--- src/hw/rtl/lcdtw_pkg.sv ---
`timescale 1ns / 1ps
// Package for the character LCD text writer: payload structs, register indexes,
// command bytes and special character codes. No dependencies.
package lcdtw_pkg;

    localparam int unsigned CfgAddrW = 2;
    localparam int unsigned CfgDataW = 6;
    localparam int unsigned LineCountW = 2;
    localparam int unsigned LineWidthW = 6;
    localparam int unsigned RowW = 2;
    localparam int unsigned ColW = 6;

    localparam logic [LineCountW-1:0] LineCountReset = 2'd2;
    localparam logic [LineWidthW-1:0] LineWidthReset = 6'd16;

    localparam logic [7:0] CmdClear   = 8'h01;
    localparam logic [7:0] CmdSetAddr = 8'h80;

    localparam logic [7:0] ChNul = 8'd0;
    localparam logic [7:0] ChLf  = 8'd10;
    localparam logic [7:0] ChCr  = 8'd13;

    typedef enum logic [CfgAddrW-1:0] {
        CFG_LINE_COUNT = 2'd0,
        CFG_LINE_WIDTH = 2'd1
    } cfg_index_t;

    typedef enum logic {
        KIND_START = 1'b0,
        KIND_CHAR  = 1'b1
    } kind_t;

    typedef enum logic {
        RS_CMD  = 1'b0,
        RS_DATA = 1'b1
    } rs_t;

    typedef struct packed {
        logic       kind;
        logic [7:0] char_code;
    } in_item_t;

    typedef struct packed {
        logic       reg_select;
        logic [3:0] nibble;
        logic       last;
    } out_item_t;

    // Bytes produced by one input item, handed from layout to the nibble stage.
    typedef struct packed {
        logic       has_out;
        logic       two_bytes;
        logic       rs0;
        logic [7:0] byte0;
        logic       rs1;
        logic [7:0] byte1;
    } byte_pair_t;

    // Set-address command for a row, kept to 8 bits.
    function automatic logic [7:0] row_address(input logic [RowW-1:0] row);
        row_address = CmdSetAddr + {row, 6'b0};
    endfunction

endpackage

--- src/hw/rtl/lcdtw_layout.sv ---
`timescale 1ns / 1ps
// Text layout: cursor state (row, column, end of text) and decode of one item
// into up to two bytes. Depends on lcdtw_pkg.
module lcdtw_layout (
    input  logic                              aclk,
    input  logic                              aresetn,
    input  logic                              step,
    input  lcdtw_pkg::in_item_t               item,
    input  logic [lcdtw_pkg::LineCountW-1:0]  line_count,
    input  logic [lcdtw_pkg::LineWidthW-1:0]  line_width,
    output lcdtw_pkg::byte_pair_t             bytes
);

    logic [lcdtw_pkg::RowW-1:0] row_reg, row_next;
    logic [lcdtw_pkg::ColW-1:0] col_reg, col_next;
    logic                       done_reg, done_next;

    logic [lcdtw_pkg::RowW:0]   row_inc;
    logic [lcdtw_pkg::ColW:0]   col_inc;
    logic                       row_ok;
    logic                       past_rows;

    always_comb begin
        row_inc   = {1'b0, row_reg} + 3'd1;
        col_inc   = {1'b0, col_reg} + 7'd1;
        row_ok    = row_inc < {1'b0, line_count};
        past_rows = {1'b0, row_reg} >= {1'b0, line_count};

        row_next  = row_reg;
        col_next  = col_reg;
        done_next = done_reg;
        bytes     = '0;

        if (item.kind == lcdtw_pkg::KIND_START) begin
            row_next        = '0;
            col_next        = '0;
            done_next       = 1'b0;
            bytes.has_out   = 1'b1;
            bytes.rs0       = lcdtw_pkg::RS_CMD;
            bytes.byte0     = lcdtw_pkg::CmdClear;
        end else if (!done_reg) begin
            if (item.char_code == lcdtw_pkg::ChNul || past_rows) begin
                done_next = 1'b1;
            end else if (item.char_code == lcdtw_pkg::ChCr) begin
                done_next = done_reg;
            end else if (item.char_code == lcdtw_pkg::ChLf) begin
                if (row_ok) begin
                    row_next      = row_inc[lcdtw_pkg::RowW-1:0];
                    col_next      = '0;
                    bytes.has_out = 1'b1;
                    bytes.rs0     = lcdtw_pkg::RS_CMD;
                    bytes.byte0   = lcdtw_pkg::row_address(row_inc[lcdtw_pkg::RowW-1:0]);
                end else begin
                    done_next = 1'b1;
                end
            end else begin
                bytes.has_out = 1'b1;
                bytes.rs0     = lcdtw_pkg::RS_DATA;
                bytes.byte0   = item.char_code;
                if (col_inc >= {1'b0, line_width}) begin
                    // wrap to the next row, or end the text on the last row
                    if (row_ok) begin
                        row_next        = row_inc[lcdtw_pkg::RowW-1:0];
                        col_next        = '0;
                        bytes.two_bytes = 1'b1;
                        bytes.rs1       = lcdtw_pkg::RS_CMD;
                        bytes.byte1     =
                            lcdtw_pkg::row_address(row_inc[lcdtw_pkg::RowW-1:0]);
                    end else begin
                        done_next = 1'b1;
                    end
                end else begin
                    col_next = col_inc[lcdtw_pkg::ColW-1:0];
                end
            end
        end
    end

    always_ff @(posedge aclk) begin
        if (!aresetn) begin
            row_reg  <= '0;
            col_reg  <= '0;
            done_reg <= 1'b0;
        end else if (step) begin
            row_reg  <= row_next;
            col_reg  <= col_next;
            done_reg <= done_next;
        end
    end

endmodule

--- src/hw/rtl/lcdtw_nibble_out.sv ---
`timescale 1ns / 1ps
// Result register and nibble serializer: holds one or two bytes and sends them
// high nibble first, one nibble per transfer. Depends on lcdtw_pkg.
module lcdtw_nibble_out (
    input  logic                    aclk,
    input  logic                    aresetn,
    input  logic                    load,
    input  lcdtw_pkg::byte_pair_t   bytes,
    output logic                    free,
    output logic                    m_valid,
    input  logic                    m_ready,
    output lcdtw_pkg::out_item_t    m_data
);

    logic                  valid_reg, valid_next;
    logic [1:0]            idx_reg, idx_next;
    lcdtw_pkg::byte_pair_t pair_reg;
    logic                  is_last;
    logic [7:0]            cur_byte;

    always_comb begin
        cur_byte          = idx_reg[1] ? pair_reg.byte1 : pair_reg.byte0;
        is_last           = idx_reg[0] && (idx_reg[1] || !pair_reg.two_bytes);
        m_valid           = valid_reg;
        m_data.reg_select = idx_reg[1] ? pair_reg.rs1 : pair_reg.rs0;
        m_data.nibble     = idx_reg[0] ? cur_byte[3:0] : cur_byte[7:4];
        m_data.last       = is_last;
        free              = !valid_reg || (m_ready && is_last);

        valid_next = valid_reg;
        idx_next   = idx_reg;
        if (load) begin
            valid_next = 1'b1;
            idx_next   = '0;
        end else if (valid_reg && m_ready) begin
            valid_next = !is_last;
            idx_next   = idx_reg + 2'd1;
        end
    end

    always_ff @(posedge aclk) begin
        if (!aresetn) begin
            valid_reg <= 1'b0;
            idx_reg   <= '0;
        end else begin
            valid_reg <= valid_next;
            idx_reg   <= idx_next;
        end
    end

    always_ff @(posedge aclk) begin
        if (load) begin
            pair_reg <= bytes;
        end
    end

endmodule

--- src/hw/rtl/char_lcd_text_layout_nibbles_unit.sv ---
`timescale 1ns / 1ps
// Top level of the character LCD text writer on a 4-bit bus.
// Depends on lcdtw_pkg, lcdtw_layout and lcdtw_nibble_out.
//
// Usage:
//   s_valid/s_ready/s_data carry text items: kind 0 starts a new text (clear
//   command), kind 1 carries one character byte. m_valid/m_ready/m_data carry
//   nibble writes, high nibble first, with reg_select (command or data) and a
//   last flag on the final nibble caused by an item.
//   cfg_wr_en/cfg_addr/cfg_wdata write line_count (index 0) and line_width
//   (index 1); write them only while the block is idle.
// Path: an item is captured in the input register on its transfer and
//   decoded there; the serializer loads its bytes from there when free, and
//   its first nibble then shows on m_data from the serializer's registers.
// Throughput: one nibble per cycle on the result side while m_ready is high.
//   An item that makes bytes holds the serializer for two nibbles (one byte)
//   or four (data plus wrap address); items with no bytes pass at one per cycle.
// Reset (aresetn low, synchronous): cursor at row 0, column 0, text open,
//   line_count 2, line_width 16, both stages empty.
// Stall: when m_ready is low the current nibble holds; the next item waits in
//   the input register and s_ready drops once that register is full.
module char_lcd_text_layout_nibbles_unit (
    input  logic                            aclk,
    input  logic                            aresetn,
    input  logic                            s_valid,
    output logic                            s_ready,
    input  lcdtw_pkg::in_item_t             s_data,
    output logic                            m_valid,
    input  logic                            m_ready,
    output lcdtw_pkg::out_item_t            m_data,
    input  logic                            cfg_wr_en,
    input  logic [lcdtw_pkg::CfgAddrW-1:0]  cfg_addr,
    input  logic [lcdtw_pkg::CfgDataW-1:0]  cfg_wdata
);

    logic [lcdtw_pkg::LineCountW-1:0] line_count_reg;
    logic [lcdtw_pkg::LineWidthW-1:0] line_width_reg;

    logic                  in_valid_reg, in_valid_next;
    lcdtw_pkg::in_item_t   in_item_reg;

    lcdtw_pkg::byte_pair_t bytes;
    logic                  out_free;
    logic                  advance;
    logic                  s_xfer;

    // Configuration registers; unused indexes are dropped.
    always_ff @(posedge aclk) begin
        if (!aresetn) begin
            line_count_reg <= lcdtw_pkg::LineCountReset;
            line_width_reg <= lcdtw_pkg::LineWidthReset;
        end else if (cfg_wr_en) begin
            case (cfg_addr)
                lcdtw_pkg::CFG_LINE_COUNT:
                    line_count_reg <= cfg_wdata[lcdtw_pkg::LineCountW-1:0];
                lcdtw_pkg::CFG_LINE_WIDTH:
                    line_width_reg <= cfg_wdata;
                default: begin
                end
            endcase
        end
    end

    // Advance the held item when it makes no bytes, or when the serializer
    // can take its bytes this cycle.
    always_comb begin
        advance       = in_valid_reg && (!bytes.has_out || out_free);
        s_ready       = !in_valid_reg || advance;
        s_xfer        = s_valid && s_ready;
        in_valid_next = s_xfer ? 1'b1 : (advance ? 1'b0 : in_valid_reg);
    end

    always_ff @(posedge aclk) begin
        if (!aresetn) begin
            in_valid_reg <= 1'b0;
        end else begin
            in_valid_reg <= in_valid_next;
        end
    end

    always_ff @(posedge aclk) begin
        if (s_xfer) begin
            in_item_reg <= s_data;
        end
    end

    lcdtw_layout u_layout (
        .aclk       (aclk),
        .aresetn    (aresetn),
        .step       (advance),
        .item       (in_item_reg),
        .line_count (line_count_reg),
        .line_width (line_width_reg),
        .bytes      (bytes)
    );

    lcdtw_nibble_out u_nibble_out (
        .aclk    (aclk),
        .aresetn (aresetn),
        .load    (advance && bytes.has_out),
        .bytes   (bytes),
        .free    (out_free),
        .m_valid (m_valid),
        .m_ready (m_ready),
        .m_data  (m_data)
    );

endmodule

--- config.mk ---
export PLATFORM = sky130hd
export DESIGN_NAME = char_lcd_text_layout_nibbles_unit
export DESIGN_NICKNAME = d
export VERILOG_FILES = /design/src/hw/rtl/lcdtw_pkg.sv /design/src/hw/rtl/lcdtw_layout.sv /design/src/hw/rtl/lcdtw_nibble_out.sv /design/src/hw/rtl/char_lcd_text_layout_nibbles_unit.sv
export SDC_FILE = /design/constraint.sdc
export NUM_CORES = 1
export LEC_CHECK = 0
export BUFFER_PORTS_ARGS = -buffer_cell sky130_fd_sc_hd__buf_2
export CAP_MARGIN = 20
export CORE_ASPECT_RATIO = 0.7
export CORE_MARGIN = 5
export CORE_UTILIZATION = 40
export DETAILED_ROUTE_END_ITERATION = 8
export PLACE_DENSITY = 0.69
export SYNTH_ARGS = -nofsm -noshare
export SYNTH_HDL_FRONTEND = slang
export SYNTH_SLANG_ARGS = --single-unit
--- constraint.sdc ---
create_clock -name aclk -period 2.7 [get_ports aclk]
set_clock_uncertainty 0.2 [all_clocks]
set_input_delay 0.54 -clock aclk [delete_from_list [all_inputs] [get_ports aclk]]
set_output_delay 0.54 -clock aclk [all_outputs]
set_load 0.05 [all_outputs]
; Yosys cells after proc, flatten, opt, wreduce, memory -nomap -nowiden
; Index checks and enable logic that the tools add are counted.
[op_classes]
reduce_logical = 27
addsub = 4
n_eq_ne = 7
muxes = 40
magnitude_cmp = 3
bitwise_logic = 3
[ops]
columns = cell, n
row1 = 2-to-1 mux 20 bit, 3
row2 = 2-to-1 mux 6 bit, 7
row3 = 2-to-1 mux 9 bit, 3
row4 = 2-to-1 mux 1 bit, 17
row5 = "equality test 8 x 4 -> 1 bit, second input constant", 2
row6 = 2-to-1 mux 8 bit, 2
row7 = 2-to-1 mux 2 bit, 7
row8 = "adder 8 bit, first input constant", 1
row9 = zero test 8 bit, 1
row10 = "adder 6 x 1 -> 7 bit, second input constant", 1
row11 = greater-or-equal comparator 7 x 6 -> 1 bit, 1
row12 = logical AND 1 bit, 6
row13 = "inequality test 2 bit, second input constant", 3
row14 = OR reduction 6 bit, 1
row15 = zero test 1 bit, 5
row16 = logical OR 1 bit, 5
row17 = AND reduction 5 bit, 1
row18 = 2-to-1 mux 4 bit, 1
row19 = AND reduction 2 bit, 2
row20 = AND reduction 4 bit, 1
row21 = nonzero test 2 bit, 2
row22 = OR reduction 4 bit, 1
row23 = "adder 2 x 1 -> 3 bit, second input constant", 1
row24 = less-than comparator 3 x 2 -> 1 bit, 1
row25 = 7 further kinds, 9
[totals]
output_inout_bits = 8
register_bits = 49
inputBits = 22

; Longest topological paths before layout
[depth]
ltp_word = 15
depth_mapped = 11

; Hierarchy
; From an unflattened synthesis, not the netlist that was laid out.
[unflattened]
cells_unflattened = 225
area_unflattened_um2 = 2551.2
[modules_own_cells]
columns = mod, cells_each, n_inst, seq_area_each_um2, area_each_um2
row1 = lcdtw_layout, 129, 1, 180.2, 1028.5
row2 = lcdtw_nibble_out, 44, 1, 630.6, 853.3
row3 = char_lcd_text_layout_nibbles_unit, 52, 1, 450.4, 669.4

; Least setup slack after synthesis
; OpenSTA, ideal clock, no wires.
[synth_path]
path_kind = flip-flop to output port
start = register u_layout.row_reg[0] (netlist name)
end = output port s_ready
required_ns = 1.960
setup_slack_ns = -0.057
path_stages_with_launch = 8
arrival_time_ns = 2.017
cell_sequence = dfxtp_1 -> inv_1 -> ha_1 -> nand2b_4 -> a211o_1 -> a211oi_2 -> and2_1 -> inv_1
[synth_between]
elab_chain_cells = 12
elab_cells_between_ends = 14
cone_classes = add/sub (1) / order compare (2) / mux (6) / reduce/logical (5)
[synth_lines]
columns = item, line
row1 = start: declaration, lcdtw_layout.sv:14  ; logic [lcdtw_pkg::RowW-1:0] row_reg, row_next;
row2 = start signal: assignment, lcdtw_layout.sv:85  ; row_reg <= row_next;
row3 = adder 2 x 1 -> 3 bit, lcdtw_layout.sv:24  ; row_inc = {1'b0, row_reg} + 3'd1;
row4 = less-than comparator 3 x 2 -> 1 bit, lcdtw_layout.sv:26  ; row_ok = row_inc < {1'b0, line_count};
row5 = 2-to-1 mux 1 bit, lcdtw_layout.sv:47  ; if (row_ok) begin
row6 = 2-to-1 mux 1 bit, lcdtw_layout.sv:46  ; end else if (item.char_code == lcdtw_pkg::ChLf) begin
row7 = 2-to-1 mux 20 bit, lcdtw_layout.sv:44  ; end else if (item.char_code == lcdtw_pkg::ChCr) begin
row8 = 2-to-1 mux 20 bit *, lcdtw_layout.sv:42  ; if (item.char_code == lcdtw_pkg::ChNul || past_rows) begin
row9 = 2-to-1 mux 20 bit *, lcdtw_layout.sv:41  ; end else if (!done_reg) begin
row10 = 2-to-1 mux 1 bit *, lcdtw_layout.sv:34  ; if (item.kind == lcdtw_pkg::KIND_START) begin
row11 = zero test 1 bit *, char_lcd_text_layout_nibbles_unit.sv:67  ; advance = in_valid_reg && (!bytes.has_out || out_free);
row12 = logical OR 1 bit *, char_lcd_text_layout_nibbles_unit.sv:67
row13 = logical AND 1 bit *, char_lcd_text_layout_nibbles_unit.sv:67
row14 = logical OR 1 bit *, char_lcd_text_layout_nibbles_unit.sv:68  ; s_ready = !in_valid_reg || advance;
row15 = end: declaration, char_lcd_text_layout_nibbles_unit.sv:26  ; output logic s_ready,
; Mark *: on every way between the ends. The rest lies on a longest branch, timed or not.

; Worst setup path after layout
[layout_path]
start = register line_count_reg[1] (netlist name)
end = output port s_ready
[layout_between]
elab_chain_cells = 11
elab_cells_between_ends = 13
cone_classes = order compare (2) / mux (6) / reduce/logical (5)
[layout_lines]
columns = item, line
row1 = start: declaration, char_lcd_text_layout_nibbles_unit.sv:36  ; logic [lcdtw_pkg::LineCountW-1:0] line_count_reg;
row2 = start signal: assignment, char_lcd_text_layout_nibbles_unit.sv:50  ; line_count_reg <= lcdtw_pkg::LineCountReset;
row3 = start signal: assignment, char_lcd_text_layout_nibbles_unit.sv:55  ; line_count_reg <= cfg_wdata[lcdtw_pkg::LineCountW-1:0];
row4 = less-than comparator 3 x 2 -> 1 bit, lcdtw_layout.sv:26
row5 = 2-to-1 mux 1 bit, lcdtw_layout.sv:47
row6 = 2-to-1 mux 1 bit, lcdtw_layout.sv:46
row7 = 2-to-1 mux 20 bit, lcdtw_layout.sv:44
row8 = 2-to-1 mux 20 bit *, lcdtw_layout.sv:42
row9 = 2-to-1 mux 20 bit *, lcdtw_layout.sv:41
row10 = 2-to-1 mux 1 bit *, lcdtw_layout.sv:34
row11 = zero test 1 bit *, char_lcd_text_layout_nibbles_unit.sv:67
row12 = logical OR 1 bit *, char_lcd_text_layout_nibbles_unit.sv:67
row13 = logical AND 1 bit *, char_lcd_text_layout_nibbles_unit.sv:67
row14 = logical OR 1 bit *, char_lcd_text_layout_nibbles_unit.sv:68
; Marked as above.

==> results.yml <==
flow_run:
  cap_violations: 0
timing:
  layout_setup_ws_ps: -173
  fin_crit_ps: 2870
  max_freq_ghz: 0.348
  whs_ps: 214
  tightest_slew_ps: 467
  timing.final.crit_share_pct: 106
  rsz0062_at_grt: "yes"
  final-setup-viol-count: 1
  final-hold-violation-count: 0
  drv_slew: 0
  slew-limit-headroom_pct: 68.7
clock_network:
  cts-root-buf: "clkbuf_8"
  cts_buffer_depth: 2
  clock_latency_ps: 300
  cts_tree: "built"
  clkTransAtPathRegs_ps: 80
  htree_levels: 2
  cts-buffers-inserted: 5
  cts.sinks: 42
  cts-hold-fix-buffers: 0
routing:
  vias: 1814
  wl_per_cell_um: 14.3
  firstDrtPassIters: 4
  ant_nets: 0
  post-route-drc-count: 0
  drt_first_iter_violations: 99
  vias_per_cell: 5.20
  drt_wl_total_um: 5000
logic_synthesis:
  ys.warnings.count: 0
  post-synth-top-area-fraction_pct: 28.0
  synth.largest_area_cell: "edfxtp_1"
  synthesis.area_um2: 2250
  syn_area_per_cell_um2: 10.4
  synth_nets: 250
  synthFlopType: "edfxtp_1"
  synthTopCellsByArea: "edfxtp_1 (28%), dfxtp_1 (19%), ha_1 (6.1%), mux2i_1 (4.9%), nand2_1 (3.3%)"
  ys_ff_latch: 42
  synthArstFlopShare_pct: 0
  synth_edf_count: 21
  synth_cell_types: 54
  netlist_instances: 216
  yosysSeqAreaShare_pct: 46.6
critical_path:
  crit_fanout: 3
  arrival_ps: 2130
  path_class: "reg -> out"
  worst_ep_required_time_ps: 1960
  end_kind: "output port"
  start_kind: "flip-flop"
finish:
  fill_cells: 459
  largest_reg_flops: 12
  synthToLayoutAreaGrowth_pct: 30.1
  nets: 310
  drive_above_1_share_pct: 39.4
  antenna_cells: 0
status:
  status: "finished, violations left"
  violations: "negative setup slack"
global_route:
  grt_max_degree: 22
  grt_pass1_vias: 1800
  grt_overflow: 0
  antenna_found_initial: 0
  grt_pass1_wl_um: 8360
  grt_use_total_pct: 14.6
pwr:
  p_per_area_nw_per_um2: 453
  fin_total_pwr_uw: 1330
  vdd_drop_max_uv: 274
  leakagePower_uw: 0.00124
floorplan:
  initial_core_util_pct: 42.2
  coreArea_um2: 5340
  core.rowCount: 22
  die_area_um2: 7260
  boundaryPins: 30
  die_h_um: 72.8
  fp.dieW_um: 99.7
placement:
  dp_hpwl_um: 3680
  portBuffers: 29
  gp_congestion: 0.834
worst_hold_path:
  hold_class: "in -> reg"
metrics by stage:
step           setup TNS (ps)  setup slack [ps]  cell area (um2)  util [%]  std cells
5_1_grt                  -664              -238             2930      54.9        349
2_1_floorplan               0              32.4             2270         -        216
3_3_place_gp                0              53.0             2650      49.6        333
4_1_cts                  -148              -148             2840      53.1        346
6_report                 -173              -173             2930      54.9        349
3_5_place_dp             -403              -110             2650      49.6        333
what timing repair did:
| item | CTS | global route |
|---|---|---|
| pin swaps | 6 | 8 |
| gates resized for setup | 14 | 20 |
| setup endpoints to repair | 6 | 10 |
| cloned | 0 | 0 |
| buffers inserted | 5 | 3 |
final timing paths:
kind,start,end,slack [ps],depth (start not counted)
worst max-delay path,line_count_reg[1]$_SDFFE_PN1P_,s_ready,-170,8
worst min-delay path,s_data[6],in_item_reg[6]$_DFFE_PP_,210,1
worst max register to register,line_count_reg[1]$_SDFFE_PN1P_,u_layout.col_reg[3]$_SDFFE_PN0P_,20,10
worst min register to register,u_layout.done_reg$_SDFFE_PN0P_,u_layout.done_reg$_SDFFE_PN0P_,300,2
Yosys cell counts, drive strengths merged, types with 2 or more instances:
cell      n
a2111oi   2
buf       4
nor2b    10
nor2     12
dfxtp    21
mux2i    11
or3       3
ha       11
a211oi    3
inv      17
edfxtp   21
a21o      2
a21oi     9
and2      5
and3      6
nand3b    2
nand3     9
a32o      2
nor3b     3
o22ai     2
xnor2     3
a31oi     2
nand2b    4
o21ai     8
nand2    20
o2bb2ai   2
power breakdown:
group / switching, uW / internal (uW)
Clock: 222 / 180
Combinational: 120 / 89.4
Sequential: 16.7 / 699
Total: 359 / 968
metal layers:
layer  share of wire, %  global-route usage, %  wire, um
met1                 48                   19.7      2400
met2                 46                   23.4      2300
met3                4.9                   3.92       246
met4                1.0                   3.48        51
met5                  0                      0         0
cells in the final DEF, fill, tap and decap left out, types with 8 or more instances in the layout:
| cell type | Yosys | routed |
|---|---|---|
| inv_1 | 17 | 14 |
| buf_4 | 1 | 29 |
| edfxtp_1 | 21 | 21 |
| mux2i_1 | 11 | 11 |
| nor2b_1 | 10 | 10 |
| nor2_1 | 12 | 12 |
| ha_1 | 11 | 8 |
| nand3_1 | 9 | 8 |
| nand2_1 | 20 | 19 |
| buf_2 | 3 | 28 |
| dfxtp_1 | 21 | 15 |
cell type report:
| type | instances | area [um2] | area share [%] |
|---|---|---|---|
| repair buffers | 59 | 393 | 13.4 |
| flip-flops and latches | 42 | 1060 | 36.2 |
| multi-input cells | 151 | 1240 | 42.2 |
| well taps | 72 | 90.1 | 3.07 |
| clock inverters | 2 | 10.0 | 0.341 |
| inverters | 17 | 70.1 | 2.39 |
| clock buffers | 6 | 72.6 | 2.47 |
kinds of logic after synthesis:
family / count (synthesis) / share of synthesized area, %
AO/OA/AOI/OAI: 44 / 14.9
XOR/XNOR: 4 / 1.55
adder cells (fa/ha/maj): 12 / 6.99
buffers and inverters: 23 / 4.44
flip-flops: 42 / 46.6
multiplexers: 11 / 4.88
AND/OR/NAND/NOR: 80 / 20.6
critical path: stages, from the launching register on:
cell and delay (ps):
dfxtp_2 330, inv_2 50, fa_1 530, nor3b_4 240
o2111ai_2 150, and2_4 180, and2_4 160, clkinvlp_4 70
buf_8 130
No activity file was read; power rests on OpenSTA's default activity.
